[src/rtl/core/pfa_pkg.sv]
// Shared types and constants of the physical frame allocator.
package pfa_pkg;

	localparam int FRAME_BITS     = 40;
	localparam int STATUS_BITS    = 2;
	localparam int CFG_INDEX_BITS = 3;

	typedef logic [FRAME_BITS-1:0]  frame_t;
	typedef logic [STATUS_BITS-1:0] status_t;

	// command codes
	localparam logic CMD_ALLOC = 1'b0;
	localparam logic CMD_FREE  = 1'b1;

	// status codes
	localparam status_t ST_OK   = 2'd0;
	localparam status_t ST_OOM  = 2'd1;
	localparam status_t ST_DROP = 2'd2;

	// register indexes
	localparam logic [CFG_INDEX_BITS-1:0] REG_REGION0_FIRST  = 3'd0;
	localparam logic [CFG_INDEX_BITS-1:0] REG_REGION0_LAST   = 3'd1;
	localparam logic [CFG_INDEX_BITS-1:0] REG_REGION1_FIRST  = 3'd2;
	localparam logic [CFG_INDEX_BITS-1:0] REG_REGION1_LAST   = 3'd3;
	localparam logic [CFG_INDEX_BITS-1:0] REG_RESERVED_FIRST = 3'd4;
	localparam logic [CFG_INDEX_BITS-1:0] REG_RESERVED_LAST  = 3'd5;

	typedef struct packed {
		logic   cmd;
		frame_t free_frame;
	} pfa_req_t;

	typedef struct packed {
		frame_t  frame;
		status_t status;
	} pfa_res_t;

	typedef struct packed {
		frame_t region0_first;
		frame_t region0_last;
		frame_t region1_first;
		frame_t region1_last;
		frame_t reserved_first;
		frame_t reserved_last;
	} pfa_cfg_t;

	typedef struct packed {
		logic empty;
		logic full;
	} pfa_qstat_t;

	typedef struct packed {
		logic   finished;
		logic   ok;
		frame_t frame;
	} pfa_bump_res_t;

endpackage

[src/rtl/core/pfa_bump.sv]
// Bump cursor over the two regions; one region try per step.
module pfa_bump (
	input  logic                   clk,
	input  logic                   arst_n,
	input  logic                   step,
	input  pfa_pkg::pfa_cfg_t      cfg,
	output pfa_pkg::pfa_bump_res_t res
);

	pfa_pkg::frame_t cursor_q;
	logic [1:0]      region_q;

	pfa_pkg::frame_t first, last, c_clamp, c_pick;
	logic            rsv_valid, rsv_hit, over, skip, end_mark, used_up;
	logic            adv_region, take;

	always_comb begin
		first = region_q[0] ? cfg.region1_first : cfg.region0_first;
		last  = region_q[0] ? cfg.region1_last  : cfg.region0_last;

		used_up  = region_q[1];
		end_mark = (first == '0) && (last == '0);

		c_clamp   = (cursor_q < first) ? first : cursor_q;
		rsv_valid = (cfg.reserved_first <= cfg.reserved_last);
		rsv_hit   = rsv_valid && (c_clamp >= cfg.reserved_first) &&
			(c_clamp <= cfg.reserved_last);
		over      = rsv_hit && (cfg.reserved_last >= last);
		c_pick    = (rsv_hit && !over) ? cfg.reserved_last + 1'b1 : c_clamp;
		// a jump past the reserved range stays inside the region here
		skip      = over || (!rsv_hit && (c_clamp > last));

		take       = !used_up && !end_mark && !skip;
		adv_region = !used_up && !end_mark && (skip || (c_pick == last));

		res.finished = used_up || end_mark || !skip;
		res.ok       = take;
		res.frame    = c_pick;
	end

	always_ff @(posedge clk or negedge arst_n) begin
		if (!arst_n) begin
			cursor_q <= '0;
			region_q <= 2'd0;
		end else if (step) begin
			if (adv_region) begin
				if (region_q == 2'd0) begin
					region_q <= 2'd1;
					cursor_q <= cfg.region1_first;
				end else begin
					region_q <= 2'd2;
					cursor_q <= '0;
				end
			end else if (take) begin
				cursor_q <= c_pick + 1'b1;
			end
		end
	end

endmodule

[config.mk]
export PLATFORM = sky130hd
export DESIGN_NAME = pfa_bump
export DESIGN_NICKNAME = d
export VERILOG_FILES = /design/src/rtl/core/pfa_pkg.sv /design/src/rtl/core/pfa_bump.sv
export SDC_FILE = /design/constraint.sdc
export NUM_CORES = 1
export LEC_CHECK = 0
export BUFFER_PORTS_ARGS = -buffer_cell sky130_fd_sc_hd__buf_4
export CAP_MARGIN = 20
export CORE_ASPECT_RATIO = 1.5
export CORE_MARGIN = 4
export CORE_UTILIZATION = 63
export CTS_CLUSTER_SIZE = 16
export DETAILED_ROUTE_END_ITERATION = 7
export HOLD_SLACK_MARGIN = 0.06
export PLACE_DENSITY = 0.95
export SLEW_MARGIN = 20
export SYNTH_ARGS = -nofsm -noshare
export SYNTH_HDL_FRONTEND = slang
export SYNTH_SLANG_ARGS = --single-unit
[constraint.sdc]
create_clock -name clk -period 26.3 [get_ports clk]
set_input_delay 1.315 -clock clk [delete_from_list [all_inputs] [get_ports clk]]
set_output_delay 1.315 -clock clk [all_outputs]
set_load 0.005 [all_outputs]
# After elaboration in Yosys (flattened, before gate mapping)
# Index checks and enable logic that the tools add are counted.
# word_totals
reg_bits,42
in_bits,243
# op_classes
n_addsub,2
magnitude_cmp,6
n_eq_ne,1
mux,8
n_reduce_logical,24
# op_table
op,n
40-bit two-way mux,7
"40-bit by 1-bit adder with 40-bit output, second input constant",2
40-bit >= comparator,2
40-bit less-or-equal comparator,2
40-bit logical NOT,2
40-bit equality test,1
40-bit greater-than comparator,1
40-bit less-than comparator,1
1-bit logical AND,9
1-bit logical NOT,5
1-bit logical OR,4
2-bit AND reduction,2
2-bit logical NOT,1
2-bit two-way mux,1
2-bit nonzero test,1

# Longest topological paths before layout
# Gate-level depths: netlist (run 1).
# logic_depth
depth_word,15
ltp_mapped,43
depth_no_buf,29

# Worst setup path before layout (run 1)
# OpenSTA, ideal clock, no wires.
# synth_path
kind,reg-to-reg
startpoint,register region_q[0]
endpoint,register cursor_q[34]
setup_ns,0.126
arrival_ns,9.310
required_ns,26.174
slack_ns,16.864
stages_incl_launch_ff,43
synth_period_minus_slack_ns,9.436
cell_sequence,dfrtp_1 -> buf_2 -> buf_2 -> buf_2 -> clkbuf_1 -> mux2i_1 -> ha_1 -> nand4_1 -> nor4_2 -> a211o_1 -> o21ai_0 -> clkbuf_1 -> o211ai_1 -> buf_2 -> buf_2 -> buf_2 -> buf_1 -> clkbuf_1 -> [... 7 more ...] -> nand3_1 -> buf_2 -> clkbuf_1 -> buf_1 -> clkbuf_1 -> buf_1 -> mux2_2 -> ha_1 -> clkbuf_1 -> inv_1 -> nor3_1 -> and4_1 -> mux2i_1 -> nor4_2 -> o2111ai_1 -> xor2_1 -> nor3_1 -> a221o_1
# synth_rtl
element,line,rtl
start: declaration,pfa_bump.sv:11,logic [1:0] region_q;
start signal: assignment,pfa_bump.sv:44,region_q <= 2'd0;
start signal: assignment,pfa_bump.sv:48,region_q <= 2'd1;
start signal: assignment,pfa_bump.sv:51,region_q <= 2'd2;
end signal: assignment,pfa_bump.sv:49,cursor_q <= cfg.region1_first;
end signal: assignment,pfa_bump.sv:55,cursor_q <= c_pick + 1'b1;
end: declaration,pfa_bump.sv:10,pfa_pkg::frame_t cursor_q;

# Worst setup path in the final report (run 1)
# layout_path
startpoint,register region_q[0]
endpoint,register cursor_q[34]
# layout_between
elab_chain_cells,15
word_cells_on_any_way,34
cone_classes,add/sub (1); order compare (5); eq/ne (1); mux (7); reduce/logical (20)
# layout_rtl
element
"parallel branches: the longest is 15 deep, another holds 40-bit less-than comparator"
# Several ways; the timed one is not identified. The select of a mux whose other input is x is not followed.
# A chain may end at the register's enable or synchronous reset.

==> metrics.yaml, run 1 <==
fin_worst_skew_ns: 0.00689
power_density_mw_per_mm2: 115
grt_overflow: 0
die_y_um: 191
drtIter0Drc: 2791
clockBufferDepth: 2
cp-start-kind: "register"
ys_types: 81
worst-setup-path-type: "register to register"
cts_setup_buffers: 0
post-place-cells: 2382
row_count: 66
ant_nets: 0
fin_tns_setup_ns: 0
clkTransAtPathRegs_ns: 0.07
io_buffers: 284
ioPinCount: 285
slew_viol_final: 0
final_area_sq_mm: 0.0166
yosys_most_used_dff: "dfrtp_1"
clock-sinks: 42
first_pass_iters: 7
drive_above_1_share_pct: 17.7
syn_area_per_cell_sq_um: 7.46
place_area_sq_mm: 0.0164
n_antenna_cell: 0
wl_um: 63100
end_kind: "register"
wire_per_inst_um: 26.4
start_util_pct: 64.6
synth_common_cells: "241 x ha_1, 149 x nand2_1, 134 x inv_1"
rrSetupSlack_ns: 14.51
yosysMostFrequentCell: "ha_1"
clk_latency_ns: 0.30
hold_class: "register to register"
final-setup-viol-count: 0
cpPeakStageDelay_ns: 0.95
via_per_inst: 7.44
finalNonFillerCells: 2390
grt_pass1_wl_um: 94000
worst_slack_ns: 14.51
synth_area_sq_mm: 0.0141
synth_edf_count: 0
synth_seq_cells: 42
required_ns: 26.49
grt_start_max_net_pins: 62
die_area_sq_mm: 0.0248
maxCapViolations: 0
finalHoldViolCount: 0
grt_usage_pct: 48.6
die_x_um: 130
vias: 17775
core_area_sq_mm: 0.0218
htreeDepth: 2
ys_seq_area_share_pct: 7.47
synth_top_area_cell: "ha_1"
numCtsBuffers: 5
hold_buffers: 0
holdWs_ns: 0.538
slowest_stage: "dfrtp_4"
crit_arrival_ns: 11.98
routabilityCongestion: 1.14
async_flop_share_pct: 100
maxSlewHeadroom_pct: 19.7
max_freq_ghz: 0.0848
antenna_found_initial: 0
netlist_top_cells_area: "ha_1 21%, dfrtp_1 7.5%, mux2i_1 7.0%, xnor2_1 4.3%, nand2_1 4.0%"
cts_resized: 0
syn_nets: 2371
cts_tree: "yes"
ys_warn_count: 0
areaGrowthSynthToFinish_pct: 17.6
status: "completed"
period_share_pct: 44.8
nets: 2601
synth_top_cell_area_share_pct: 21.4
rsz0062_at_grt: "false"
drc_errors: 0
grt_pass1_vias: 16861
cts-root-buf: "clkbuf_16"
dp_hpwl_um: 51600
worstPathMaxFanout: 61
peakVddDrop_mv: 0.0673
period_needed_ns: 11.79
post-place-ws_ns: 15.04
leakagePower_nw: 7.63
netlist_instances: 1887
tightest_slew_ns: 1.17
cell usage in the layout (no fill, tap or decap), drive strengths merged, types with 15 or more instances in the layout:
master / count
o211ai: 31
a211oi: 36
and2: 22
a31oi: 15
a21o: 47
dfrtp: 42
inv: 134
mux2: 15
a221o: 38
xnor2: 69
a2111oi: 17
mux2i: 98
a21oi: 108
or2: 17
buf: 310
nor2: 105
nor3: 65
nor4: 84
o21ai: 112
nand4: 75
nand2: 149
nand3: 58
ha: 241
xor2: 28
layout make-up:
type | count | area (sq um)
clock buffers | 7 | 133
flip-flops and latches | 42 | 1050
inverters | 134 | 503
multi-input cells | 1624 | 12200
repair buffers | 310 | 2330
well taps | 272 | 340
fillers | 1769 | 5250
clock inverters | 1 | 30.0
logic make-up after synthesis:
logic type,Yosys count,synth area share (%)
and+or+nand+nor,653,24.3
muxes,113,8.17
AOI/OAI and AO/OA,518,25.7
buffers and inverters,221,6.53
adders and majority gates,241,21.4
xor gates and xnor gates,99,6.36
DFF,42,7.47
through the flow:
step	utilization (%)	power, mW
final	75.9	1.91
after CTS	75.9	1.81
after global routing	75.9	2.01
after global placement	75.1	1.69
after detailed placement	75.1	1.73
after floorplan	-	1.17
power by group:
part           switching [mW]  internal, mW  total (mW)
combinational            1.04         0.632        1.67
sequential             0.0657        0.0928       0.159
clock                  0.0297        0.0451      0.0748
registers in the layout, indices dropped and copies added, names as in the netlist:
name and count:
cursor_q 40, region_q 2
worst max-delay path: cells and delay by family (launching register included):
kind | cells | cell delay [ns]
buffers and inverters | 6 | 2.33
flip-flops | 1 | 0.95
multiplexers | 4 | 1.72
adder cells (fa/ha/maj) | 3 | 1.10
XOR/XNOR | 1 | 0.19
AND/OR/NAND/NOR | 6 | 2.42
AO/OA/AOI/OAI | 9 | 2.88
routing by layer:
metal	vias to the layer above	track usage, %	routed length (um)
li1	7737	-	-
met1	8131	57.3	21400
met2	1506	73.9	27200
met3	401	11.1	8010
met4	0	39.0	6480
met5	-	3.15	0
final timing paths:
check                            start            to  cells after the start
setup reg to reg           region_q[0]  cursor_q[34]                     29
max in group asynchronous       arst_n   region_q[0]                      1
setup / recovery           region_q[0]  cursor_q[34]                     29
min in group asynchronous       arst_n  cursor_q[29]                      1
hold reg to reg            region_q[1]   region_q[1]                      1
hold / removal             region_q[1]   region_q[1]                      1
Power figures use the tool's default switching activity.
==> run 2, diff against run 1 <==
--- a/config.mk
+++ b/config.mk
@@ -9,11 +9,11 @@
 export CAP_MARGIN = 20
 export CORE_ASPECT_RATIO = 1.5
 export CORE_MARGIN = 4
-export CORE_UTILIZATION = 63
+export CORE_UTILIZATION = 53
 export CTS_CLUSTER_SIZE = 16
 export DETAILED_ROUTE_END_ITERATION = 7
 export HOLD_SLACK_MARGIN = 0.06
-export PLACE_DENSITY = 0.95
+export PLACE_DENSITY = 0.9
 export SLEW_MARGIN = 20
 export SYNTH_ARGS = -nofsm -noshare
 export SYNTH_HDL_FRONTEND = slang
==> constraint.sdc (replaced) <==
create_clock -name clk -period 9.83 [get_ports clk]
set_input_delay 0.4915 -clock clk [delete_from_list [all_inputs] [get_ports clk]]
set_output_delay 0.4915 -clock clk [all_outputs]
set_load 0.005 [all_outputs]
==> run 2 against run 1 <==
Effect of this change: cell count grew 4.0%; worst setup slack worse by 14 ns; utilization down 11 points; via count shrank 1.8%; count of clock-buffer cells in the layout down 1; largest cell class unchanged; critical path type unchanged; first-iteration DRC count decreased by 22%.
==> metrics.yaml, run 2 (synthesized netlist as in run 1, its figures left out) <==
holdWs_ns: 0.184  # -0.354 ns
cpMostUsedCell: "nand4_1"
reg_top3: "cursor_q x40, region_q x2"
core_area_sq_mm: 0.0259  # +19%
leakagePower_nw: 7.81  # +2.3%
htreeDepth: 2  # unchanged
grt_usage_pct: 43.9  # -4.7 points
tightest_slew_ns: 1.12  # -0.0546 ns
areaGrowthSynthToFinish_pct: 20.2
fill_cells: 2365  # +34%
drtIter0Drc: 2169  # -22%
numCtsBuffers: 5  # unchanged
multi_input_area_sq_mm: 0.0122  # -0.10%
grt_overflow: 0  # unchanged
grt_pass1_vias: 17020  # +0.94%
clk_latency_ns: 0.31  # about the same
finalNonFillerCells: 2485  # +4.0%
hold_class: "input port to async pin"
maxCapViolations: 0  # unchanged
cts_resized: 0  # unchanged
post-place-ws_ns: 0.782  # -14.26 ns
ant_nets: 0  # unchanged
grt_start_max_net_pins: 99  # +60%
start_util_pct: 54.2  # -10 points
period_needed_ns: 9.44  # -2.35 ns
ioPinCount: 285  # unchanged
wl_um: 67700  # +7.3%
clockBufferDepth: 2  # unchanged
crit_family: "compound AO/OA/AOI/OAI gates"
final_cell_mix: "341 x buf_4, 241 x ha_1, 148 x nand2_1"
die_x_um: 141  # +8.5%
die_area_sq_mm: 0.0293  # +18%
clkTransAtPathRegs_ns: 0.07  # about the same
peakVddDrop_mv: 0.206  # +210%
cpPeakStageDelay_ns: 0.93  # -0.02 ns
seqCellArea_sq_mm: 0.00105  # unchanged
max_freq_ghz: 0.106  # +25%
drive_above_1_share_pct: 18.9  # +1.2 points
rsz0062_at_grt: "false"
top_register: "cursor_q"
fin_worst_skew_ns: 0.00829  # +0.00141 ns
vias: 17456  # -1.8%
nets: 2635  # +1.3%
drc_errors: 0  # unchanged
hold_buffers: 0  # unchanged
worstPathMaxFanout: 47  # -23%
n_antenna_cell: 0  # unchanged
final-setup-viol-count: 0  # unchanged
io_buffers: 284  # unchanged
largest_reg_flops: 40  # unchanged
cts_tree: "yes"
cp-start-kind: "register"
finalHoldViolCount: 0  # unchanged
crit_arrival_ns: 9.68  # -2.30 ns
post-place-cells: 2477  # +4.0%
fin_tns_setup_ns: 0  # unchanged
first_pass_iters: 8  # +1
die_y_um: 208  # +8.6%
p_total_mw: 5.32  # +180%
period_share_pct: 96.1  # +51 points
worst-setup-path-type: "register to register"
slew_viol_final: 0  # unchanged
status: "completed"
path_buf_inv: 4  # -2
cts-root-buf: "clkbuf_16"
dp_hpwl_um: 56400  # +9.3%
via_per_inst: 7.02  # -5.5%
end_kind: "register"
wire_per_inst_um: 27.3  # +3.2%
maxSlewHeadroom_pct: 23.6  # +3.9 points
slowest_stage: "dfrtp_4"
required_ns: 10.07  # -16.42 ns
grt_pass1_wl_um: 100000  # +6.9%
final_common_cell: "buf_4"
cts_setup_buffers: 0  # unchanged
worst_slack_ns: 0.388  # -14.12 ns
row_count: 72  # +9.1%
power_density_mw_per_mm2: 314  # +170%
routabilityCongestion: 1.05  # -7.6%
clock-sinks: 42  # unchanged
antenna_found_initial: 0  # unchanged
run 2: final timing paths:
kind	startpoint	endpoint	slack, ns	cells after the start
min in group clk	cfg[134]	cursor_q[14]	0.44	2
worst min register to register	cursor_q[0]	cursor_q[0]	0.57	2
worst min-delay path	arst_n	cursor_q[34]	0.18	1
worst max register to register	region_q[0]	cursor_q[18]	0.39	25
max in group asynchronous	arst_n	region_q[0]	9.17	1
worst max-delay path	region_q[0]	cursor_q[18]	0.39	25
run 2: report_power, final:
| part | total [mW] | internal, mW | switching, mW |
|---|---|---|---|
| Sequential | 0.425 | 0.248 | 0.177 |
| Combinational | 4.69 | 1.80 | 2.88 |
| Clock | 0.205 | 0.120 | 0.0845 |
| Total | 5.32 | 2.17 | 3.14 |
run 2: layout make-up:
class                           count  share of cell area, %
Inverter                          134                   2.97
Sequential cell                    42                   6.24
Multi-Input combinational cell   1624                   71.8
Clock buffer                        6                  0.762
Timing Repair Buffer              344                   15.5
Tap cell                          333                   2.46
Clock inverter                      2                  0.222
run 2: stage by stage:
step	util, %	cell area [sq um]
2_1_floorplan	-	14100
3_3_place_gp	64.5	16700
3_5_place_dp	64.5	16700
4_1_cts	65.2	16900
5_1_grt	65.2	16900
6_report	65.2	16900
run 2: layer usage:
metal,track usage [%],part of all wire [%],vias to the layer above
met3,7.28,10,307
met2,69.5,44,1351
met5,0,0,-
met4,30.9,9.0,0
li1,-,-,7802
met1,53.5,36,7996
